==> src/rtl/core/ptsf_pkg.sv <==
`timescale 1ns / 1ps
`default_nettype none
// Package for the peer table sequence filter.
// Holds the verdict codes, the sequence wrap value and the table entry types.
// No dependencies.
package ptsf_pkg;

    // Verdict codes reported with every request.
    typedef enum logic [2:0] {
        V_NEW       = 3'd0,
        V_IN_ORDER  = 3'd1,
        V_GAP       = 3'd2,
        V_DUPLICATE = 3'd3,
        V_FULL      = 3'd4
    } t_verdict;

    localparam int unsigned KEY_W = 96;
    localparam int unsigned SEQ_W = 32;
    localparam int unsigned IDX_W = 4;

    // Highest sequence number; the next one after it is zero.
    localparam logic [SEQ_W-1:0] SEQ_WRAP_VALUE = 32'hFFFF_FFFF;

    // One table entry: sender id and last sequence number.
    typedef struct packed {
        logic [KEY_W-1:0] key;
        logic [SEQ_W-1:0] seq;
    } t_tbl_ent;

    // Write request into the table.
    typedef struct packed {
        logic     en;
        t_tbl_ent ent;
    } t_tbl_wr;

endpackage : ptsf_pkg
`default_nettype wire

==> src/rtl/core/ptsf_in_if.sv <==
`timescale 1ns / 1ps
`default_nettype none
// Request channel of the peer table sequence filter: message header in.
// Valid/ready handshake; no dependencies.
interface ptsf_in_if;
    logic        valid;
    logic        ready;
    logic [31:0] sender_wafer;
    logic [31:0] sender_lot;
    logic [31:0] sender_coordinate;
    logic [31:0] sequence_number;

    modport source (
        output valid, sender_wafer, sender_lot, sender_coordinate, sequence_number,
        input  ready
    );
    modport sink (
        input  valid, sender_wafer, sender_lot, sender_coordinate, sequence_number,
        output ready
    );
endinterface : ptsf_in_if
`default_nettype wire

==> src/rtl/core/ptsf_out_if.sv <==
`timescale 1ns / 1ps
`default_nettype none
// Result channel of the peer table sequence filter: verdict per request.
// Valid/ready handshake; no dependencies.
interface ptsf_out_if;
    logic       valid;
    logic       ready;
    logic [2:0] verdict;
    logic [3:0] entry_index;
    logic       accept;

    modport source (
        output valid, verdict, entry_index, accept,
        input  ready
    );
    modport sink (
        input  valid, verdict, entry_index, accept,
        output ready
    );
endinterface : ptsf_out_if
`default_nettype wire

==> src/rtl/core/ptsf_table.sv <==
`timescale 1ns / 1ps
`default_nettype none
// Peer table storage: sender ids and last sequence numbers in one memory,
// with a valid bit per entry so that an unwritten entry reads as empty.
// Depends on ptsf_pkg.
module ptsf_table #(
    parameter int unsigned PEER_ENTRIES = 16,
    parameter int unsigned AW           = 4
) (
    input  wire                logic     i_clk,
    input  wire                logic     i_rst_n,
    input  wire                logic     i_rd_en,
    input  wire                logic [AW-1:0] i_rd_addr,
    output ptsf_pkg::t_tbl_ent           o_rd,
    input  wire ptsf_pkg::t_tbl_wr       i_wr,
    input  wire                logic [AW-1:0] i_wr_addr
);
    import ptsf_pkg::*;

    t_tbl_ent                r_mem [PEER_ENTRIES];
    logic [PEER_ENTRIES-1:0] r_valid;
    t_tbl_ent                r_rd;

    // Valid bits: cleared at reset, set on the first write to an entry.
    always_ff @(posedge i_clk) begin
        if (!i_rst_n) begin
            r_valid <= '0;
        end else if (i_wr.en) begin
            r_valid[i_wr_addr] <= 1'b1;
        end
    end

    // Memory write port.
    always_ff @(posedge i_clk) begin
        if (i_wr.en) begin
            r_mem[i_wr_addr] <= i_wr.ent;
        end
    end

    // Registered read port; an entry never written reads as all zero.
    always_ff @(posedge i_clk) begin
        if (i_rd_en) begin
            if (r_valid[i_rd_addr]) begin
                r_rd <= r_mem[i_rd_addr];
            end else begin
                r_rd <= '0;
            end
        end
    end

    assign o_rd = r_rd;

endmodule : ptsf_table
`default_nettype wire

==> src/rtl/core/peer_table_sequence_filter.sv <==
`timescale 1ns / 1ps
`default_nettype none
// Peer table sequence filter: top level with the scan sequencer and judge step.
// Depends on ptsf_pkg, ptsf_in_if, ptsf_out_if and ptsf_table.
//
// Each request carries a 96-bit sender id and a 32-bit sequence number. The
// block scans its table of PEER_ENTRIES senders one entry per clock through a
// single registered memory read port and one shared key comparator, stopping
// at the first matching entry. A scan covers the whole table when no entry
// matches and ends sooner when a sender is found early. The block takes one
// request at a time and is ready again once the result is loaded into the
// output register, so a result waiting at the output does not block the next
// request. The table reads as empty right after reset; no clearing pass is needed.
module peer_table_sequence_filter #(
    parameter int unsigned PEER_ENTRIES = 16
) (
    input wire logic i_clk,
    input wire logic i_rst_n,
    ptsf_in_if.sink  i_req,
    ptsf_out_if.source o_rsp
);
    import ptsf_pkg::*;

    localparam int unsigned AW = (PEER_ENTRIES > 1) ? $clog2(PEER_ENTRIES) : 1;
    localparam logic [AW-1:0] LAST_IDX = AW'(PEER_ENTRIES - 1);

    typedef enum logic [3:0] {
        S_IDLE  = 4'b0001,
        S_SCAN  = 4'b0010,
        S_JUDGE = 4'b0100,
        S_DONE  = 4'b1000
    } t_state;

    t_state            r_state;
    logic [KEY_W-1:0]  r_key;
    logic [SEQ_W-1:0]  r_seq;
    logic [AW-1:0]     r_addr;
    logic              r_issue_done;
    logic              r_rd_live;
    logic [AW-1:0]     r_rd_idx;
    logic              r_empty_found;
    logic [AW-1:0]     r_empty_idx;
    logic              r_hit;
    logic [AW-1:0]     r_hit_idx;
    logic [SEQ_W-1:0]  r_last;
    t_verdict          r_verdict;
    logic [AW-1:0]     r_res_idx;
    logic              r_out_valid;
    t_verdict          r_out_verdict;
    logic [IDX_W-1:0]  r_out_idx;
    logic              r_out_accept;

    logic              req_take;
    logic              rd_en;
    t_tbl_ent          rd_ent;
    logic              rd_match;
    logic              rd_empty;
    t_tbl_wr           wr;
    logic [AW-1:0]     wr_addr;
    t_verdict          judge_verdict;
    logic [SEQ_W-1:0]  last_plus_one;
    logic              seq_not_above;
    logic              out_load;
    logic [AW+IDX_W-1:0] res_idx_ext;

    assign i_req.ready = (r_state == S_IDLE);
    assign req_take    = i_req.valid && i_req.ready;
    assign rd_en       = (r_state == S_SCAN) && !r_issue_done;

    // Table storage with one read and one write port.
    ptsf_table #(
        .PEER_ENTRIES (PEER_ENTRIES),
        .AW           (AW)
    ) u_table (
        .i_clk     (i_clk),
        .i_rst_n   (i_rst_n),
        .i_rd_en   (rd_en),
        .i_rd_addr (r_addr),
        .o_rd      (rd_ent),
        .i_wr      (wr),
        .i_wr_addr (wr_addr)
    );

    // Shared key comparator on the entry that just came out of the table.
    assign rd_match = (rd_ent.key == r_key);
    assign rd_empty = (rd_ent.key == '0);

    // Sequence judge for a known sender.
    assign last_plus_one = r_last + 32'd1;
    assign seq_not_above = (r_seq <= r_last);

    always_comb begin
        if (r_last == SEQ_WRAP_VALUE) begin
            if (r_seq == SEQ_WRAP_VALUE) begin
                judge_verdict = V_DUPLICATE;
            end else if (r_seq == '0) begin
                judge_verdict = V_IN_ORDER;
            end else begin
                judge_verdict = V_GAP;
            end
        end else if (r_seq == last_plus_one) begin
            judge_verdict = V_IN_ORDER;
        end else if (seq_not_above) begin
            judge_verdict = V_DUPLICATE;
        end else begin
            judge_verdict = V_GAP;
        end
    end

    // Table update in the judge step: accepted numbers and new senders.
    always_comb begin
        wr.en      = 1'b0;
        wr.ent.key = r_key;
        wr.ent.seq = r_seq;
        wr_addr    = r_hit_idx;
        if (r_state == S_JUDGE) begin
            if (r_hit) begin
                wr.en = (judge_verdict != V_DUPLICATE);
            end else if (r_empty_found) begin
                wr.en   = 1'b1;
                wr_addr = r_empty_idx;
            end
        end
    end

    assign out_load = (r_state == S_DONE) && (!r_out_valid || o_rsp.ready);

    // Sequencer: capture, scan, judge, hand over to the output register.
    always_ff @(posedge i_clk) begin
        if (!i_rst_n) begin
            r_state   <= S_IDLE;
            r_rd_live <= 1'b0;
        end else begin
            r_rd_live <= rd_en;
            case (r_state)
                S_IDLE: begin
                    if (req_take) begin
                        r_state <= S_SCAN;
                    end
                end
                S_SCAN: begin
                    if (r_rd_live && (rd_match || r_rd_idx == LAST_IDX)) begin
                        r_state <= S_JUDGE;
                    end
                end
                S_JUDGE: begin
                    r_state <= S_DONE;
                end
                S_DONE: begin
                    if (out_load) begin
                        r_state <= S_IDLE;
                    end
                end
                default: begin
                    r_state <= S_IDLE;
                end
            endcase
        end
    end

    // Request capture and scan bookkeeping.
    always_ff @(posedge i_clk) begin
        if (req_take) begin
            r_key         <= {i_req.sender_wafer, i_req.sender_lot, i_req.sender_coordinate};
            r_seq         <= i_req.sequence_number;
            r_addr        <= '0;
            r_issue_done  <= 1'b0;
            r_empty_found <= 1'b0;
            r_hit         <= 1'b0;
        end else if (r_state == S_SCAN) begin
            if (rd_en) begin
                r_rd_idx <= r_addr;
                if (r_addr == LAST_IDX) begin
                    r_issue_done <= 1'b1;
                end else begin
                    r_addr <= r_addr + 1'b1;
                end
            end
            if (r_rd_live) begin
                if (rd_match) begin
                    r_hit     <= 1'b1;
                    r_hit_idx <= r_rd_idx;
                    r_last    <= rd_ent.seq;
                end else if (rd_empty && !r_empty_found) begin
                    r_empty_found <= 1'b1;
                    r_empty_idx   <= r_rd_idx;
                end
            end
        end
    end

    // Verdict and entry index of the finished request.
    always_ff @(posedge i_clk) begin
        if (r_state == S_JUDGE) begin
            if (r_hit) begin
                r_verdict <= judge_verdict;
                r_res_idx <= r_hit_idx;
            end else if (r_empty_found) begin
                r_verdict <= V_NEW;
                r_res_idx <= r_empty_idx;
            end else begin
                r_verdict <= V_FULL;
                r_res_idx <= '0;
            end
        end
    end

    assign res_idx_ext = {{IDX_W{1'b0}}, r_res_idx};

    // Output register.
    always_ff @(posedge i_clk) begin
        if (!i_rst_n) begin
            r_out_valid <= 1'b0;
        end else if (out_load) begin
            r_out_valid <= 1'b1;
        end else if (o_rsp.ready) begin
            r_out_valid <= 1'b0;
        end
    end

    always_ff @(posedge i_clk) begin
        if (out_load) begin
            r_out_verdict <= r_verdict;
            r_out_idx     <= res_idx_ext[IDX_W-1:0];
            r_out_accept  <= (r_verdict == V_NEW) || (r_verdict == V_IN_ORDER) ||
                             (r_verdict == V_GAP);
        end
    end

    assign o_rsp.valid       = r_out_valid;
    assign o_rsp.verdict     = r_out_verdict;
    assign o_rsp.entry_index = r_out_idx;
    assign o_rsp.accept      = r_out_accept;

    // A table full result always reports entry zero and is not accepted.
    a_full_result: assert property (@(posedge i_clk) disable iff (!i_rst_n)
        (o_rsp.valid && o_rsp.verdict == V_FULL) |-> (o_rsp.entry_index == '0 && !o_rsp.accept))
        else $error("table full result with nonzero index or accept");

    // Only accepted verdicts carry the accept flag.
    a_accept_flag: assert property (@(posedge i_clk) disable iff (!i_rst_n)
        o_rsp.valid |-> (o_rsp.accept == (o_rsp.verdict == V_NEW ||
                         o_rsp.verdict == V_IN_ORDER || o_rsp.verdict == V_GAP)))
        else $error("accept flag disagrees with verdict");

    // The table is written only in the judge step and never for a duplicate.
    a_write_step: assert property (@(posedge i_clk) disable iff (!i_rst_n)
        wr.en |-> (r_state == S_JUDGE && !(r_hit && judge_verdict == V_DUPLICATE)))
        else $error("table write outside the judge step");

    // A taken request starts a scan from the first entry.
    a_scan_start: assert property (@(posedge i_clk) disable iff (!i_rst_n)
        req_take |=> (r_state == S_SCAN && r_addr == '0 && !r_issue_done))
        else $error("scan did not start after a request");

endmodule : peer_table_sequence_filter
`default_nettype wire

==> src/flat_wrapper.sv <==
// flat-port wrapper written by rule: the top's interface ports become plain ports
module peer_table_sequence_filter_flat import ptsf_pkg::*;
#(
    parameter int unsigned PEER_ENTRIES = 16
)
  (i_clk, i_rst_n, i_req_valid, i_req_sender_wafer, i_req_sender_lot, i_req_sender_coordinate, i_req_sequence_number, i_req_ready, o_rsp_valid, o_rsp_verdict, o_rsp_entry_index, o_rsp_accept, o_rsp_ready);
  ptsf_in_if i_req_i ();
  ptsf_out_if o_rsp_i ();
  input wire logic i_clk;
  input wire logic i_rst_n;
  input wire logic [$bits(i_req_i.valid)-1:0] i_req_valid;
  input wire logic [$bits(i_req_i.sender_wafer)-1:0] i_req_sender_wafer;
  input wire logic [$bits(i_req_i.sender_lot)-1:0] i_req_sender_lot;
  input wire logic [$bits(i_req_i.sender_coordinate)-1:0] i_req_sender_coordinate;
  input wire logic [$bits(i_req_i.sequence_number)-1:0] i_req_sequence_number;
  output wire logic [$bits(i_req_i.ready)-1:0] i_req_ready;
  output wire logic [$bits(o_rsp_i.valid)-1:0] o_rsp_valid;
  output wire logic [$bits(o_rsp_i.verdict)-1:0] o_rsp_verdict;
  output wire logic [$bits(o_rsp_i.entry_index)-1:0] o_rsp_entry_index;
  output wire logic [$bits(o_rsp_i.accept)-1:0] o_rsp_accept;
  input wire logic [$bits(o_rsp_i.ready)-1:0] o_rsp_ready;
  assign i_req_i.valid = i_req_valid;
  assign i_req_i.sender_wafer = i_req_sender_wafer;
  assign i_req_i.sender_lot = i_req_sender_lot;
  assign i_req_i.sender_coordinate = i_req_sender_coordinate;
  assign i_req_i.sequence_number = i_req_sequence_number;
  assign i_req_ready = i_req_i.ready;
  assign o_rsp_valid = o_rsp_i.valid;
  assign o_rsp_verdict = o_rsp_i.verdict;
  assign o_rsp_entry_index = o_rsp_i.entry_index;
  assign o_rsp_accept = o_rsp_i.accept;
  assign o_rsp_i.ready = o_rsp_ready;
  peer_table_sequence_filter #(.PEER_ENTRIES(PEER_ENTRIES)) u_core (.i_clk(i_clk), .i_rst_n(i_rst_n), .i_req(i_req_i), .o_rsp(o_rsp_i));
endmodule
==> config.mk <==
export PLATFORM = sky130hd
export DESIGN_NAME = peer_table_sequence_filter_flat
export DESIGN_NICKNAME = d
export VERILOG_FILES = /design/src/rtl/core/ptsf_pkg.sv /design/src/rtl/core/ptsf_in_if.sv /design/src/rtl/core/ptsf_out_if.sv /design/src/rtl/core/ptsf_table.sv /design/src/rtl/core/peer_table_sequence_filter.sv /design/src/flat_wrapper.sv
export SDC_FILE = /design/constraint.sdc
export NUM_CORES = 2
export LEC_CHECK = 0
export BUFFER_PORTS_ARGS = -buffer_cell sky130_fd_sc_hd__buf_2
export CAP_MARGIN = 20
export CORE_UTILIZATION = 56
export CTS_CLUSTER_SIZE = 14
export DETAILED_ROUTE_END_ITERATION = 16
export PLACE_DENSITY = 0.75
export SLEW_MARGIN = 15
export SYNTH_ARGS = -nofsm -noshare
export SYNTH_HDL_FRONTEND = slang
export SYNTH_SLANG_ARGS = --single-unit
==> constraint.sdc <==
create_clock -name i_clk -period 14.3 [get_ports i_clk]
set_input_delay 0.715 -clock i_clk [delete_from_list [all_inputs] [get_ports i_clk]]
set_output_delay 0.715 -clock i_clk [all_outputs]
set_load 0.005 [all_outputs]
==> summary.txt <==
Die
  • Io pins: 142
  • Row cnt: 148
  • Die span in y: 407.0 µm
  • Starting Density: 56.42%
  • Die width: 407.0 µm
  • Core box area: 162800 µm²
  • Die ar.: 165600 µm²

Clock network
  • Reg clk slew, reported paths: 60 ps
  • Clock buffer depth: 3
  • Skew-Pair Late Insertion Delay: 860 ps
  • Clock tree sinks: 2392
  • CTS tree: built
  • Post-CTS setup buffer count: 0
  • H-tree levels: 4
  • Num CTS Buffers: 222
  • Root buf cell: clkbuf_16

Yosys
  • Ys Warns: 0
  • Post-synth top cells: edfxtp_1 (2363), mux4_2 (644), nor2b_1 (135)
  • Area share of the largest cell type after synthesis: 77.26%
  • EDFF count, synth: 2363
  • Mean Syn Cell Area: 23.15 µm²
  • Yosys cell types: 65
  • Top-count cell post-synth: edfxtp_1
  • Synth area leader: edfxtp_1
  • Main flop type after synthesis: edfxtp_1
  • Post-synthesis sequential area ratio: 77.89%
  • Synth Net Count: 4134
  • Mapped Cells: 3968
  • Fraction of registers with async set/reset: 0%
  • Mapped cell area: 91840 µm²
  • Post-synthesis register bit count: 2392
  • Largest cells by area after synthesis: edfxtp_1 (77%), mux4_2 (16%), nor2b_1 (0.92%), xnor2_1 (0.75%), dfxtp_1 (0.63%)

Finish
  • Share of cells above drive strength 1: 27.51%
  • Area delta synth->final: 12.21%
  • Layout Nets: 4452
  • Finished Layout Cells: 6644

Route
  • Final ANT Viol Nets: 0
  • DR iter-0 viols: 6129
  • Via density: 6.599
  • Total number of vias: 43842
  • Drt first pass iters: 6
  • Detail-routed net length per standard cell: 32.53 µm
  • Post-Route WL: 216200 µm
  • DRC: 0

Run
  • Max_cap viols: 0

Setup path
  • Worst path top cell family by delay: simple AND/OR/NAND/NOR gates
  • Crit path max fanout: 49
  • Slowest CP cell: buf_4
  • Crit-path max cell delay: 910 ps
  • CP bufs+invs: 3
  • Critical path arrival: 6380 ps
  • Crit. End Element: flop
  • Data required, critical path: 14770 ps
  • Crit Path Class: flop to flop
  • Worst-path cell chain: ha_1, nand3_1, nor4_2, nand4_1, xnor2_1, nand4_1, nor4_2, a211oi_4, buf_4, nor4_2, buf_4, buf_4
  • Critical path startpoint category: flop

STA
  • Worst-margin pin slew: 1142 ps
  • Post-layout min period: 5902 ps
  • Slew headroom: 23.20%
  • RSZ-0062 raised after global routing: false
  • Clock skew: 51.95 ps
  • Final hold vios: 0
  • Final worst path period share: 41.27%
  • Setup ws final: 8398 ps
  • Peak Freq: 169.4 MHz
  • Final setup vio count: 0
  • Max-slew violations: 0
  • Minimum hold slack: 43.64 ps

Run status
  • Outcome: finished, final reports clean

GRT
  • Global-route wire length before repair: 310500 µm
  • Vias in the first global route: 44493
  • Largest net degree at the start of global routing: 138
  • Initial antenna violation count: 5
  • Total GRT Usage: 26.48%
  • Grt ovf: 0

Placed design
  • Gpl congestion: 0.8677
  • IO Port Bufs: 141
  • Placement Setup Slack: 8483 ps
  • Placed insts: 6192
  • Post-DP HPWL: 110100 µm

Worst hold path
  • Hold WC Path Type: input pin to flop

Power and ir drop
  • Peak supply drop: 139.5 µV
  • Leakage: 31.21 nW
  • Power density cells: 149.4 nW/µm²
==> metrics by stage <==
| stage | instance area, µm² | setup TNS [ps] | power (W) | util [%] |
|---|---|---|---|---|
| after CTS | 103000 | 0 | 0.01548 | 63.30 |
| after global routing | 103100 | 0 | 0.01582 | 63.31 |
| after detailed placement | 95550 | 0 | 0.009774 | 58.70 |
| after global placement | 95520 | 0 | 0.009744 | 58.68 |
| final | 103100 | 0 | 0.01540 | 63.31 |
| after floorplan | 91840 | -2108340 | 0.009336 | - |
==> kinds of logic after synthesis <==
group	after synthesis	share of synthesized area, %
compound gates	113	0.8733
xor+xnor	133	1.268
flops	2392	77.89
mux	650	15.86
simple gates	421	2.692
buf+inv	225	0.9482
fa+ha+maj	34	0.4632
==> worst reg2reg max path, delay by kind of cell, from the launching register on <==
kind | cells | cell delay (ps)
xor+xnor | 1 | 230
compound gates | 1 | 150
fa+ha+maj | 1 | 270
buf+inv | 3 | 2000
simple gates | 6 | 2430
flops | 1 | 430
==> registers in the layout, indices dropped and copies added (netlist names) <==
| register | flops |
|---|---|
| u_core.r_res_idx | 4 |
| u_core.o_rsp.valid | 1 |
| u_core.r_last | 32 |
| u_core.r_rd_live | 1 |
| u_core.r_empty_idx | 4 |
| u_core.r_seq | 32 |
| u_core.r_key | 96 |
| u_core.o_rsp.verdict | 3 |
| u_core.u_table.o_rd | 128 |
| u_core.r_verdict | 3 |
| u_core.r_rd_idx | 4 |
| u_core.r_addr | 4 |
| u_core.r_state | 4 |
| u_core.u_table.r_valid | 16 |
| u_core.o_rsp.accept | 1 |
| u_core.r_hit_idx | 4 |
| u_core.u_table.r_mem | 2048 |
| u_core.o_rsp.entry_index | 4 |
| u_core.r_empty_found | 1 |
| u_core.r_hit | 1 |
| u_core.r_issue_done | 1 |
==> power by group <==
group / switching (W) / internal, W / total [W]
Sequential: 0.000281 / 0.00795 / 0.00823
Clock: 0.00257 / 0.00320 / 0.00577
Combinational: 0.000641 / 0.000755 / 0.00140
Total: 0.00349 / 0.0119 / 0.0154
==> routing by layer <==
metal | wire [µm] | part of all wire [%] | track usage (%)
met5 | 26 | 0.012 | 0
met4 | 6178 | 2.9 | 8.046
met3 | 18060 | 8.4 | 4.086
met2 | 109700 | 51 | 44.06
met1 | 82230 | 38 | 36.57
==> repair_timing <==
item                      in CTS  in global routing
hold endpoints to repair      44                  0
gates resized for setup        0                  0
hold buffers                  44                  0
==> layout make-up <==
| cell class | instances | area, µm² |
|---|---|---|
| sequential | 2392 | 71550 |
| fill | 10371 | 59710 |
| multi-input combinational | 1351 | 19580 |
| clock buffer | 277 | 5783 |
| tap | 2175 | 2721 |
| timing repair buffer | 275 | 1987 |
| clock inverter | 129 | 1257 |
| inverter | 44 | 172.7 |
| antenna | 1 | 2.502 |
==> cell usage in the layout, fill, tap and decap left out, types with 9 or more instances in the layout <==
| cell | count |
|---|---|
| edfxtp_1 | 2363 |
| mux4_2 | 644 |
| clkbuf_16 | 223 |
| buf_2 | 143 |
| nor2b_1 | 135 |
| xnor2_1 | 79 |
| buf_4 | 75 |
| nand4_1 | 54 |
| xor2_1 | 54 |
| clkbuf_1 | 54 |
| nand2_1 | 53 |
| nor4_1 | 49 |
| clkinv_1 | 44 |
| clkinv_2 | 44 |
| dlygate4sd3_1 | 44 |
| inv_1 | 43 |
| nor2_1 | 38 |
| ha_1 | 34 |
| dfxtp_1 | 25 |
| a21oi_1 | 23 |
| nor4_2 | 19 |
| o31ai_1 | 18 |
| bufinv_16 | 18 |
| nand3_1 | 17 |
| buf_12 | 12 |
| and3_1 | 10 |
| o21ai_0 | 9 |
==> final timing paths <==
kind	start	endpoint	slack (ps)	depth (start not counted)
setup / recovery	u_core.r_last[1]	u_core.u_table.r_mem[9][8]	8400	12
hold / removal	i_req_sender_lot[6]	u_core.r_key[38]	40	1
setup reg to reg	u_core.r_last[1]	u_core.u_table.r_mem[9][8]	8400	12
hold reg to reg	u_core.u_table.o_rd[2]	u_core.r_last[2]	420	0
Note: power is estimated with default switching activity, not from simulation.
